===== src/rtl/core/tzpi_pkg.sv =====
// ----------------------------------------------------------------------------
// tzpi_pkg: shared types and constants
// Item format between the classifier and the PI datapath, constants of the
// regulator, register indexes and reset values.
// ----------------------------------------------------------------------------
package tzpi_pkg;

    localparam int GAIN_ZONES  = 3;
    localparam int ZONE_W      = 2;
    localparam int RAW_W       = 12;
    localparam int TEMP_W      = 11;
    localparam int TIME_W      = 32;
    localparam int GAIN_W      = 8;
    localparam int PERIOD_W    = 10;
    localparam int ERR_W       = 12;
    localparam int INTEG_W     = 32;
    localparam int DUTY_W      = 8;
    localparam int CFG_IDX_W   = 3;
    localparam int CFG_DATA_W  = 10;
    localparam int QUEUE_DEPTH = 2;

    // setpoint = SET_BASE + raw * SET_SPAN / 2^SET_SHIFT
    localparam int SET_BASE  = 16;
    localparam int SET_SPAN  = 14;
    localparam int SET_SHIFT = 12;

    // drive limits: SAT_LIMIT and DEADBAND_LIM apply to the sum before the divide by ten
    localparam int DRIVE_MAX    = 255;
    localparam int SAT_LIMIT    = 2560;
    localparam int DEADBAND_LIM = 500;
    localparam int RECIP_10     = 6554;
    localparam int RECIP_SHIFT  = 16;

    typedef enum logic [CFG_IDX_W-1:0] {
        CFG_P_GAIN_0    = 3'd0,
        CFG_I_GAIN_0    = 3'd1,
        CFG_P_GAIN_1    = 3'd2,
        CFG_I_GAIN_1    = 3'd3,
        CFG_P_GAIN_2    = 3'd4,
        CFG_I_GAIN_2    = 3'd5,
        CFG_SAMPLE_PER  = 3'd6
    } cfg_index_t;

    localparam logic [GAIN_W-1:0]   RST_P_GAIN_0 = 8'd7;
    localparam logic [GAIN_W-1:0]   RST_I_GAIN_0 = 8'd3;
    localparam logic [GAIN_W-1:0]   RST_P_GAIN_1 = 8'd2;
    localparam logic [GAIN_W-1:0]   RST_I_GAIN_1 = 8'd2;
    localparam logic [GAIN_W-1:0]   RST_P_GAIN_2 = 8'd10;
    localparam logic [GAIN_W-1:0]   RST_I_GAIN_2 = 8'd10;
    localparam logic [PERIOD_W-1:0] RST_PERIOD   = 10'd1;

    typedef struct packed {
        logic [ZONE_W-1:0]       zone;
        logic signed [ERR_W-1:0] err;
        logic                    sampled;
    } tzpi_item_t;

endpackage


===== src/rtl/core/three_zone_pi_heat_cool.sv =====
// ----------------------------------------------------------------------------
// three_zone_pi_heat_cool: three-zone PI heat/cool regulator
// Fixed-point PI control with shared sample timer, saturating integrators,
// drive clamp and deadband, split into heater and cooler duty.
// ----------------------------------------------------------------------------
//  channel   handshake                  payload
//  input     in_valid / in_ready        zone, setpoint_raw, temperature, now_ms
//  result    out_valid / out_ready      heat_duty, cool_duty, sampled
//  config    cfg_wr_en                  cfg_index, cfg_data
//
//  The classifier takes an item whenever the queue has room. The PI
//  datapath steps a sampled item through pop, weight multiply, integrator
//  add, gain multiplies, sum and clamp, divide and output, and others
//  through pop and output; it pops no new item until the last leaves
//  output, which sets the sustained rate. Reset clears the integrators
//  and the last sample time and loads the default gains. A stalled
//  output holds the datapath; the queue absorbs up to two further items.
// ----------------------------------------------------------------------------
module three_zone_pi_heat_cool
    import tzpi_pkg::*;
#(
    parameter int ZONES = 3
)
(
    input  logic                     clk,
    input  logic                     rst_n,
    input  logic                     in_valid,
    output logic                     in_ready,
    input  logic [ZONE_W-1:0]        zone,
    input  logic [RAW_W-1:0]         setpoint_raw,
    input  logic signed [TEMP_W-1:0] temperature,
    input  logic [TIME_W-1:0]        now_ms,
    output logic                     out_valid,
    input  logic                     out_ready,
    output logic [DUTY_W-1:0]        heat_duty,
    output logic [DUTY_W-1:0]        cool_duty,
    output logic                     sampled,
    input  logic                     cfg_wr_en,
    input  logic [CFG_IDX_W-1:0]     cfg_index,
    input  logic [CFG_DATA_W-1:0]    cfg_data
);

    logic [GAIN_ZONES-1:0][GAIN_W-1:0] p_gain_reg;
    logic [GAIN_ZONES-1:0][GAIN_W-1:0] i_gain_reg;
    logic [PERIOD_W-1:0]               period_reg;

    logic       push;
    tzpi_item_t push_item;
    logic       q_full;
    logic       q_valid;
    logic       pop;
    tzpi_item_t pop_item;

    always_ff @(posedge clk or negedge rst_n)
    begin
        if (!rst_n)
        begin
            p_gain_reg[0] <= RST_P_GAIN_0;
            i_gain_reg[0] <= RST_I_GAIN_0;
            p_gain_reg[1] <= RST_P_GAIN_1;
            i_gain_reg[1] <= RST_I_GAIN_1;
            p_gain_reg[2] <= RST_P_GAIN_2;
            i_gain_reg[2] <= RST_I_GAIN_2;
            period_reg    <= RST_PERIOD;
        end
        else if (cfg_wr_en)
        begin
            case (cfg_index)
                CFG_P_GAIN_0:   p_gain_reg[0] <= cfg_data[GAIN_W-1:0];
                CFG_I_GAIN_0:   i_gain_reg[0] <= cfg_data[GAIN_W-1:0];
                CFG_P_GAIN_1:   p_gain_reg[1] <= cfg_data[GAIN_W-1:0];
                CFG_I_GAIN_1:   i_gain_reg[1] <= cfg_data[GAIN_W-1:0];
                CFG_P_GAIN_2:   p_gain_reg[2] <= cfg_data[GAIN_W-1:0];
                CFG_I_GAIN_2:   i_gain_reg[2] <= cfg_data[GAIN_W-1:0];
                CFG_SAMPLE_PER: period_reg    <= cfg_data[PERIOD_W-1:0];
                default:
                begin
                end
            endcase
        end
    end

    tzpi_front #(
        .ZONES (ZONES)
    ) u_front (
        .clk           (clk),
        .rst_n         (rst_n),
        .in_valid      (in_valid),
        .in_ready      (in_ready),
        .zone          (zone),
        .setpoint_raw  (setpoint_raw),
        .temperature   (temperature),
        .now_ms        (now_ms),
        .sample_period (period_reg),
        .push          (push),
        .push_item     (push_item),
        .q_full        (q_full)
    );

    tzpi_queue #(
        .DEPTH (QUEUE_DEPTH)
    ) u_queue (
        .clk       (clk),
        .rst_n     (rst_n),
        .push      (push),
        .push_item (push_item),
        .full      (q_full),
        .q_valid   (q_valid),
        .pop       (pop),
        .pop_item  (pop_item)
    );

    tzpi_back #(
        .ZONES (ZONES)
    ) u_back (
        .clk           (clk),
        .rst_n         (rst_n),
        .q_valid       (q_valid),
        .pop           (pop),
        .pop_item      (pop_item),
        .p_gain        (p_gain_reg),
        .i_gain        (i_gain_reg),
        .sample_period (period_reg),
        .out_valid     (out_valid),
        .out_ready     (out_ready),
        .heat_duty     (heat_duty),
        .cool_duty     (cool_duty),
        .sampled       (sampled)
    );

endmodule


===== src/rtl/core/tzpi_front.sv =====
// ----------------------------------------------------------------------------
// tzpi_front: item classifier
// Checks zone and elapsed time, owns the last sample time, forms the error.
// ----------------------------------------------------------------------------
module tzpi_front
    import tzpi_pkg::*;
#(
    parameter int ZONES = 3
)
(
    input  logic                     clk,
    input  logic                     rst_n,
    input  logic                     in_valid,
    output logic                     in_ready,
    input  logic [ZONE_W-1:0]        zone,
    input  logic [RAW_W-1:0]         setpoint_raw,
    input  logic signed [TEMP_W-1:0] temperature,
    input  logic [TIME_W-1:0]        now_ms,
    input  logic [PERIOD_W-1:0]      sample_period,
    output logic                     push,
    output tzpi_item_t               push_item,
    input  logic                     q_full
);

    logic [TIME_W-1:0]   last_ms_reg;
    logic [TIME_W-1:0]   diff;
    logic                zone_ok;
    logic                sample_ok;
    logic [RAW_W+3:0]    raw_scaled;
    logic [8:0]          ten_setp;
    logic signed [ERR_W-1:0] err;

    assign in_ready = !q_full;
    assign push     = in_valid && in_ready;

    assign diff    = now_ms - last_ms_reg;
    assign zone_ok = ({30'd0, zone} < ZONES) && ({30'd0, zone} < GAIN_ZONES);
    assign sample_ok = zone_ok && !diff[TIME_W-1]
                       && (diff >= {{(TIME_W-PERIOD_W){1'b0}}, sample_period});

    assign raw_scaled = {4'd0, setpoint_raw} * 16'(SET_SPAN);
    assign ten_setp   = 9'd10 * (9'(SET_BASE) + {5'd0, raw_scaled[RAW_W+3:SET_SHIFT]});
    assign err        = $signed({3'd0, ten_setp})
                        - {{(ERR_W-TEMP_W){temperature[TEMP_W-1]}}, temperature};

    assign push_item.zone    = zone;
    assign push_item.err     = err;
    assign push_item.sampled = sample_ok;

    always_ff @(posedge clk or negedge rst_n)
    begin
        if (!rst_n)
        begin
            last_ms_reg <= '0;
        end
        else if (push && sample_ok)
        begin
            last_ms_reg <= now_ms;
        end
    end

endmodule


===== src/rtl/core/tzpi_queue.sv =====
// ----------------------------------------------------------------------------
// tzpi_queue: small item FIFO
// Decouples the classifier from the PI datapath.
// ----------------------------------------------------------------------------
module tzpi_queue
    import tzpi_pkg::*;
#(
    parameter int DEPTH = 2
)
(
    input  logic       clk,
    input  logic       rst_n,
    input  logic       push,
    input  tzpi_item_t push_item,
    output logic       full,
    output logic       q_valid,
    input  logic       pop,
    output tzpi_item_t pop_item
);

    localparam int AW = (DEPTH > 1) ? $clog2(DEPTH) : 1;

    tzpi_item_t        entry_reg [DEPTH];
    logic [AW-1:0]     wptr_reg;
    logic [AW-1:0]     rptr_reg;
    logic [AW:0]       count_reg;
    logic              do_push;
    logic              do_pop;

    assign full     = (count_reg == (AW+1)'(DEPTH));
    assign q_valid  = (count_reg != '0);
    assign pop_item = entry_reg[rptr_reg];
    assign do_push  = push && !full;
    assign do_pop   = pop && q_valid;

    always_ff @(posedge clk)
    begin
        if (do_push)
        begin
            entry_reg[wptr_reg] <= push_item;
        end
    end

    always_ff @(posedge clk or negedge rst_n)
    begin
        if (!rst_n)
        begin
            wptr_reg  <= '0;
            rptr_reg  <= '0;
            count_reg <= '0;
        end
        else
        begin
            if (do_push)
            begin
                wptr_reg <= (wptr_reg == AW'(DEPTH-1)) ? '0 : wptr_reg + 1'b1;
            end
            if (do_pop)
            begin
                rptr_reg <= (rptr_reg == AW'(DEPTH-1)) ? '0 : rptr_reg + 1'b1;
            end
            if (do_push && !do_pop)
            begin
                count_reg <= count_reg + 1'b1;
            end
            else if (do_pop && !do_push)
            begin
                count_reg <= count_reg - 1'b1;
            end
        end
    end

endmodule


===== src/rtl/core/tzpi_back.sv =====
// ----------------------------------------------------------------------------
// tzpi_back: PI datapath
// Integrator update, gain products, clamp, deadband and divide by ten.
// ----------------------------------------------------------------------------
module tzpi_back
    import tzpi_pkg::*;
#(
    parameter int ZONES = 3
)
(
    input  logic                                 clk,
    input  logic                                 rst_n,
    input  logic                                 q_valid,
    output logic                                 pop,
    input  tzpi_item_t                           pop_item,
    input  logic [GAIN_ZONES-1:0][GAIN_W-1:0]    p_gain,
    input  logic [GAIN_ZONES-1:0][GAIN_W-1:0]    i_gain,
    input  logic [PERIOD_W-1:0]                  sample_period,
    output logic                                 out_valid,
    input  logic                                 out_ready,
    output logic [DUTY_W-1:0]                    heat_duty,
    output logic [DUTY_W-1:0]                    cool_duty,
    output logic                                 sampled
);

    localparam int NZ = (ZONES < GAIN_ZONES) ? ZONES : GAIN_ZONES;
    localparam int ZW = (NZ > 1) ? $clog2(NZ) : 1;

    typedef enum logic [6:0] {
        ST_IDLE  = 7'b0000001,
        ST_WGT   = 7'b0000010,
        ST_INTEG = 7'b0000100,
        ST_MUL   = 7'b0001000,
        ST_DRIVE = 7'b0010000,
        ST_DIV   = 7'b0100000,
        ST_OUT   = 7'b1000000
    } back_state_t;

    back_state_t                 state_reg;
    back_state_t                 state_next;
    tzpi_item_t                  item_reg;
    logic signed [INTEG_W-1:0]   integ_reg [NZ];
    logic signed [22:0]          ep_reg;
    logic signed [INTEG_W-1:0]   inew_reg;
    logic signed [20:0]          pe_reg;
    logic signed [40:0]          ie_reg;
    logic [11:0]                 mag_reg;
    logic                        neg_reg;
    logic                        sat_reg;
    logic [DUTY_W-1:0]           heat_res_reg;
    logic [DUTY_W-1:0]           cool_res_reg;
    logic                        out_valid_reg;
    logic [DUTY_W-1:0]           heat_out_reg;
    logic [DUTY_W-1:0]           cool_out_reg;
    logic                        sampled_out_reg;

    logic [ZW-1:0]               zidx;
    logic [1:0]                  gsel;
    logic signed [INTEG_W:0]     acc;
    logic signed [INTEG_W-1:0]   acc_sat;
    logic signed [41:0]          h;
    logic [41:0]                 h_abs;
    logic [24:0]                 quot;
    logic [DUTY_W-1:0]           drive;
    logic                        out_load;

    assign zidx = item_reg.zone[ZW-1:0];
    assign gsel = item_reg.zone;
    assign pop  = (state_reg == ST_IDLE);

    assign acc = {integ_reg[zidx][INTEG_W-1], integ_reg[zidx]}
                 + {{(INTEG_W-22){ep_reg[22]}}, ep_reg};

    always_comb
    begin
        if (acc[INTEG_W] != acc[INTEG_W-1])
        begin
            acc_sat = acc[INTEG_W] ? {1'b1, {(INTEG_W-1){1'b0}}}
                                   : {1'b0, {(INTEG_W-1){1'b1}}};
        end
        else
        begin
            acc_sat = acc[INTEG_W-1:0];
        end
    end

    assign h     = {{21{pe_reg[20]}}, pe_reg} + {ie_reg[40], ie_reg};
    assign h_abs = h[41] ? -h : h;
    assign quot  = {13'd0, mag_reg} * 25'(RECIP_10);

    always_comb
    begin
        if (sat_reg)
        begin
            drive = DUTY_W'(DRIVE_MAX);
        end
        else if (mag_reg < 12'(DEADBAND_LIM))
        begin
            drive = '0;
        end
        else
        begin
            drive = quot[RECIP_SHIFT +: DUTY_W];
        end
    end

    assign out_load = (state_reg == ST_OUT) && (!out_valid_reg || out_ready);

    always_comb
    begin
        state_next = state_reg;
        case (state_reg)
            ST_IDLE:
            begin
                if (q_valid)
                begin
                    state_next = pop_item.sampled ? ST_WGT : ST_OUT;
                end
            end
            ST_WGT:   state_next = ST_INTEG;
            ST_INTEG: state_next = ST_MUL;
            ST_MUL:   state_next = ST_DRIVE;
            ST_DRIVE: state_next = ST_DIV;
            ST_DIV:   state_next = ST_OUT;
            ST_OUT:
            begin
                if (out_load)
                begin
                    state_next = ST_IDLE;
                end
            end
            default:  state_next = ST_IDLE;
        endcase
    end

    always_ff @(posedge clk or negedge rst_n)
    begin
        if (!rst_n)
        begin
            state_reg     <= ST_IDLE;
            out_valid_reg <= 1'b0;
            for (int i = 0; i < NZ; i++)
            begin
                integ_reg[i] <= '0;
            end
        end
        else
        begin
            state_reg <= state_next;
            if (state_reg == ST_INTEG)
            begin
                integ_reg[zidx] <= acc_sat;
            end
            if (out_load)
            begin
                out_valid_reg <= 1'b1;
            end
            else if (out_ready)
            begin
                out_valid_reg <= 1'b0;
            end
        end
    end

    always_ff @(posedge clk)
    begin
        case (state_reg)
            ST_IDLE:
            begin
                item_reg     <= pop_item;
                heat_res_reg <= '0;
                cool_res_reg <= '0;
            end
            ST_WGT:
            begin
                ep_reg <= item_reg.err * $signed({1'b0, sample_period});
            end
            ST_INTEG:
            begin
                inew_reg <= acc_sat;
            end
            ST_MUL:
            begin
                pe_reg <= item_reg.err * $signed({1'b0, p_gain[gsel]});
                ie_reg <= inew_reg * $signed({1'b0, i_gain[gsel]});
            end
            ST_DRIVE:
            begin
                neg_reg <= h[41];
                sat_reg <= (h >= 42'(SAT_LIMIT)) || (h <= -42'(SAT_LIMIT));
                mag_reg <= h_abs[11:0];
            end
            ST_DIV:
            begin
                heat_res_reg <= neg_reg ? '0 : drive;
                cool_res_reg <= neg_reg ? drive : '0;
            end
            default:
            begin
            end
        endcase
        if (out_load)
        begin
            heat_out_reg    <= heat_res_reg;
            cool_out_reg    <= cool_res_reg;
            sampled_out_reg <= item_reg.sampled;
        end
    end

    assign out_valid = out_valid_reg;
    assign heat_duty = heat_out_reg;
    assign cool_duty = cool_out_reg;
    assign sampled   = sampled_out_reg;

endmodule

===== config.mk =====
export PLATFORM = sky130hd
export DESIGN_NAME = three_zone_pi_heat_cool
export DESIGN_NICKNAME = d
export VERILOG_FILES = /design/src/rtl/core/tzpi_pkg.sv /design/src/rtl/core/three_zone_pi_heat_cool.sv /design/src/rtl/core/tzpi_front.sv /design/src/rtl/core/tzpi_queue.sv /design/src/rtl/core/tzpi_back.sv
export SDC_FILE = /design/constraint.sdc
export NUM_CORES = 2
export LEC_CHECK = 0
export ABC_CLOCK_PERIOD_IN_PS = 8630
export BUFFER_PORTS_ARGS = -buffer_cell sky130_fd_sc_hd__buf_2
export CAP_MARGIN = 20
export CORE_UTILIZATION = 40
export CTS_BUF_LIST = sky130_fd_sc_hd__clkbuf_8 sky130_fd_sc_hd__clkbuf_16
export CTS_CLUSTER_DIAMETER = 150
export DETAILED_ROUTE_END_ITERATION = 12
export PLACE_DENSITY = 0.54
export RECOVER_POWER = 50
export SETUP_SLACK_MARGIN = 0.3
export SLEW_MARGIN = 0
export SYNTH_ARGS = -nofsm -noshare
export SYNTH_HDL_FRONTEND = slang
export SYNTH_SLANG_ARGS = --single-unit

===== constraint.sdc =====
create_clock -name clk -period 8.63 [get_ports clk]
set_input_delay 0 -clock clk [delete_from_list [all_inputs] [get_ports clk]]
set_output_delay 0 -clock clk [all_outputs]
set_load 0.05 [all_outputs]

# [After elaboration in Yosys (flattened, before gate mapping)]
# Memory sizes are Yosys's and may differ from the RTL's.
# Cells that the tools add are included.
[classes] n_addsub=10 multipliers=6 n_lt_le_gt_ge=8 eq_ne=17 mux=31 bitwise=1 reduce_logical=30
[op_table] operator="32-bit two-way mux" count=5
[op_table] operator="96-bit bitwise mux" count=1
[op_table] operator="32-bit binary-select mux with 2-bit select" count=1
[op_table] operator="32-bit demux with 2-bit select" count=1
[op_table] operator="7-bit one-hot mux with 7 select lines" count=1
[op_table] operator="8-bit two-way mux" count=6
[op_table] operator="21-bit by 41-bit adder with 42-bit output" count=1
[op_table] operator="42-bit by 13-bit greater-or-equal comparator with 1-bit output, second input constant" count=1
[op_table] operator="42-bit by 13-bit less-or-equal comparator with 1-bit output, second input constant" count=1
[op_table] operator="32-bit by 9-bit multiplier with 41-bit output" count=1
[op_table] operator="32-bit by 23-bit adder with 33-bit output" count=1
[op_table] operator="8-bit binary-select mux with 2-bit select" count=2
[op_table] operator="32-bit by 10-bit greater-or-equal comparator with 1-bit output" count=1
[op_table] operator="8-bit one-hot mux with 2 select lines" count=2
[op_table] operator="32-bit subtractor" count=1
[op_table] operator="12-bit by 11-bit multiplier with 23-bit output" count=1
[op_table] operator="12-bit by 12-bit multiplier with 23-bit output, second input constant" count=1
[op_table] operator="12-bit by 9-bit multiplier with 21-bit output" count=1
[op_table] operator="7-bit two-way mux" count=3
[op_table] operator="2-bit AND reduction" count=8
[op_table] operator="12-bit by 3-bit multiplier with 15-bit output, second input constant" count=1
[op_table] operator="12-bit by 9-bit less-than comparator with 1-bit output, second input constant" count=1
[op_table] operator="12-bit two-way mux" count=1
[op_table] operator="12-bit negator" count=1
[op_table] operator="other kinds (31)" count=59
[totals] ff_bits=377 ramBits=30 input_bits=75 output_inout_bits=19 n_memories=1
[memory_table] name="u_queue.entry_reg" words=2 width=15 read_ports=1 rd_ports_with_merged_regs=0 write_ports=1 line="tzpi_queue.sv:23" rtl="tzpi_item_t entry_reg [DEPTH];"

# [Depth between registers and ports, before layout]
[logic_depth] depth_word=8 ltp_mapped=29

# [Hierarchy]
# Synthesis repeated with hierarchy kept, for this count alone.
[hier_totals] cells_unflattened=4367 area_unflattened_um2=42542.1
[modules_own_cells] module="tzpi_back" n_inst=1 cells_each=3628 area_each_um2=34297.9 seq_area_each_um2=7978.9
[modules_own_cells] module="tzpi_front" n_inst=1 cells_each=545 area_each_um2=4678.2 seq_area_each_um2=800.8
[modules_own_cells] module="three_zone_pi_heat_cool" n_inst=1 cells_each=128 area_each_um2=2230.9 seq_area_each_um2=1466.4
[modules_own_cells] module="tzpi_queue" n_inst=1 cells_each=66 area_each_um2=1335.0 seq_area_each_um2=1001.0

# [Least setup slack after synthesis]
# OpenSTA, ideal clock, no wires.
[synth_path] kind="reg2reg" from="register u_back.item_reg, in the netlist u_back.gsel[1]" to="register u_back.ie_reg[40] (data pin)" t_arrival_ns=6.435 required_time_ns=8.370 setup_slack_ns=1.935 path_stages_with_launch=27 period_less_slack_ns=6.695 cell_sequence="edfxtp_1 clkbuf_1 clkbuf_1 mux2i_1 o21ai_1 clkbuf_1 nand2_1 fa_1 inv_1 fa_1 fa_1 inv_1 fa_1 inv_1 ha_1 a21o_1 a21o_1 a21oi_1 nor2_1 a2111oi_0 a21boi_0 o31a_1 a21oi_1 a31oi_1 a21o_1 a21oi_1 xnor2_1"
[synth_between] elab_chain_cells=3
[synth_lines] item="start: declaration" line="tzpi_back.sv:41" rtl="tzpi_item_t item_reg;"
[synth_lines] item="start signal: assignment" line="tzpi_back.sv:170" rtl="item_reg <= pop_item;"
[synth_lines] item="8-bit binary-select mux with 2-bit select" line="tzpi_back.sv:185" rtl="ie_reg <= inew_reg * $signed({1'b0, i_gain[gsel]});"
[synth_lines] item="8-bit two-way mux (implied by the code)" line="tzpi_back.sv:185"
[synth_lines] item="32-bit by 9-bit multiplier with 41-bit output" line="tzpi_back.sv:185"
[synth_lines] item="end signal: assignment" line="tzpi_back.sv:185"
[synth_lines] item="end: declaration" line="tzpi_back.sv:46" rtl="logic signed [40:0] ie_reg;"
# No other way between the ends. The select of a mux whose other input is x is not followed.
# A chain may end at the register's enable or synchronous reset.

# [Worst setup path after layout]
# Same ends and word-level chain as after synthesis.

==> impl_metrics.json <==
{
  "synth_nets": 5195,
  "die_w_um": 326,
  "min_period_ns": 7.40,
  "maxCapViolCount": 4,
  "portBuffers": 93,
  "antenna_found_initial": 5,
  "track_usage_pct": 18.6,
  "synth_edf_count": 209,
  "syn_to_final_growth_pct": 10.1,
  "start_util_pct": 40.5,
  "first_pass_iters": 5,
  "wirelength_um": 96600,
  "clk_pin_slew_ns": 0.07,
  "ant_nets": 0,
  "fmax_mhz": 135,
  "cts_tree": "built",
  "grt_pass1_vias": 30300,
  "cts.path.max_buffers": 3,
  "vias_per_cell": 4.95,
  "hold_viol_final": 0,
  "dr.first_iter.drc_count": 1351,
  "cp-end-kind": "flip-flop",
  "regArea_um2": 11200,
  "critical_path_required_ns": 9.01,
  "place_hpwl_um": 75700,
  "ys.flop_type": "edfxtp_1",
  "period_share_pct": 85.8,
  "arrival_ns": 7.78,
  "largest_register_ff_count": 96,
  "post_cts_resized": 0,
  "via_count": 28900,
  "cts_root_buf": "clkbuf_16",
  "violations": "capacitance limit, slew limit",
  "hp-class": "input pin to flip-flop",
  "start_kind": "flip-flop",
  "yosysSeqAreaShare_pct": 26.8,
  "rsz0062_at_grt": "false",
  "synth_seq_cells": 407,
  "clock_sinks": 407,
  "clk_latency_ns": 0.63,
  "wl_per_cell_um": 16.6,
  "avgSynthCellArea_um2": 9.81,
  "coreArea_um2": 104000,
  "multiInputGateArea_um2": 27500,
  "fill_cells": 10100,
  "rows": 118,
  "drc_errors": 0,
  "worst_slew_pin_slew_ns": 4.38,
  "io_pins": 94,
  "finClkSkew_ns": 0.0239,
  "netlist_area_um2": 41900,
  "grt_max_degree": 77,
  "synthArstFlopShare_pct": 48.6,
  "fin_nets": 5334,
  "die_h_um": 326,
  "drive_gt1_share_pct": 8.13,
  "h-tree-depth": 2,
  "finalSetupViolCount": 0,
  "cts_buffers": 49,
  "path_max_fanout": 13,
  "dieArea_um2": 106000,
  "gp_congestion": 0.883,
  "status": "complete, but fails checks",
  "drv_slew": 260,
  "relSlewSlack_pct": -192,
  "setup-tns-final_ns": 0,
  "netlist-cell-type-count": 85,
  "synthCells": 4273,
  "grt_pass1_wl_um": 160000,
  "grt-ovfl-total": 0,
  "critical_path_class": "flip-flop to flip-flop",
  "yosys_warnings": 0
}
==> critical path, stage by stage, from the launching register on <==
cell	delay (ns)
edfxtp_1	0.82
buf_4	0.30
mux2i_1	0.09
o21ai_1	0.67
buf_4	0.32
and2_1	0.15
ha_1	0.24
fa_1	0.51
fa_1	0.57
inv_1	0.06
fa_1	0.52
inv_1	0.04
ha_1	0.36
a21o_1	0.18
a21oi_1	0.21
nor2_1	0.06
a2111oi_0	0.57
a21boi_0	0.25
o31a_1	0.35
a21oi_1	0.23
a31oi_1	0.17
a21o_1	0.21
a21oi_1	0.16
xnor2_1	0.07
==> cell usage after synthesis (11+ instances only) <==
cell | instances | area, um2
dfstp_2 | 13 | 342
nand4_1 | 18 | 113
clkbuf_1 | 102 | 383
o21ai_0 | 153 | 766
dfrtp_1 | 185 | 4630
fa_1 | 444 | 8890
o21ai_1 | 14 | 70.1
mux2_2 | 111 | 1250
mux2i_1 | 53 | 531
xnor2_1 | 116 | 1020
ha_1 | 403 | 5040
o21a_1 | 30 | 225
xor2_1 | 72 | 631
and2_1 | 275 | 1720
nand3_1 | 50 | 250
mux2_4 | 27 | 405
nor2_1 | 186 | 698
a21o_1 | 93 | 698
o31ai_1 | 17 | 128
nor2b_1 | 26 | 163
and3_1 | 18 | 113
nand2b_1 | 23 | 144
nor3_1 | 39 | 195
nand2_1 | 404 | 1520
o21bai_1 | 16 | 120
a31oi_1 | 19 | 119
edfxtp_1 | 209 | 6280
a211oi_1 | 16 | 120
a21oi_1 | 207 | 1040
inv_1 | 745 | 2800
nor4_1 | 11 | 68.8
==> repair_timing <==
| action | in CTS | in global routing |
|---|---|---|
| setup buffers | 0 | 0 |
| hold buffers | 63 | 0 |
| hold endpoints to repair | 199 | 0 |
==> cells in the final DEF, fill, tap and decap left out, types with 17 or more instances in the layout <==
cell type and instances:
a21oi_1 207, inv_1 761, buf_2 69, nor2b_1 25
dlygate4sd3_1 63, a21o_1 93, mux2i_1 53, a31oi_1 19
o31ai_1 17, nor2_1 186, and3_1 18, nor3_1 38
nand2_1 404, edfxtp_1 209, fa_1 444, xor2_1 72
o21ai_0 146, buf_4 35, and2_1 273, nand3_1 50
mux2_2 110, xnor2_1 116, ha_1 403, nand4_1 18
clkbuf_1 37, nand2b_1 23, o21a_1 30, mux2_4 27
dfrtp_1 185, clkbuf_16 51
==> per-stage QoR <==
stage                     hold slack (ns)  cells  util, %  instance area (um2)  worst slack, ns
after floorplan                    -0.296   4273        -                41900             1.94
after global placement             0.0315   5677     42.5                44100             1.24
after detailed placement           0.0317   5677     42.5                44100             1.21
after CTS                         0.00915   5831     44.6                46200             1.19
after global routing                0.150   5832     44.5                46200            0.382
final                               0.167   5834     44.5                46200             1.23
==> area by class of cell <==
type	instances	share of cell area [%]
repair buffers	205	3.01
multi-input cells	3004	59.5
flip-flops and latches	407	24.4
well taps	1380	3.74
inverters	745	6.06
diodes	2	0.0108
clock buffers	54	2.85
clock inverters	37	0.488
==> per-layer routing <==
metal / track usage [%] / part of all wire (%) / up-vias
met4: 4.27 / 2.1 / 0
li1: - / - / 14300
met5: 0 / 0 / -
met3: 2.15 / 2.8 / 93
met2: 32.1 / 48 / 325
met1: 24.9 / 47 / 14200
==> worst paths after layout <==
check,startpoint,slack (ns),cells past startpoint,end
worst max-delay path,u_back.gsel[1],1.23,23,u_back.ie_reg[40]
worst min-delay path,now_ms[16],0.17,3,u_front.last_ms_reg[16]
worst max register to register,u_back.gsel[1],1.23,23,u_back.ie_reg[40]
worst min register to register,u_back.cool_res_reg[0],0.42,0,u_back.cool_duty[0]
max in group asynchronous,rst_n,1.79,4,u_front.last_ms_reg[7]
min in group asynchronous,rst_n,1.53,2,u_back.integ_reg[29]
==> cells by family after synthesis <==
| group | after synthesis | synth area share [%] |
|---|---|---|
| muxes | 194 | 5.29 |
| AOI/OAI and AO/OA | 662 | 9.87 |
| xor gates and xnor gates | 188 | 3.93 |
| buffers and inverters | 862 | 7.80 |
| and+or+nand+nor | 1110 | 13.0 |
| DFF | 407 | 26.8 |
| adders and majority gates | 850 | 33.3 |
Power is not shown: default switching activity piles up to over one toggle a cycle in this logic, so the estimate is an artifact.
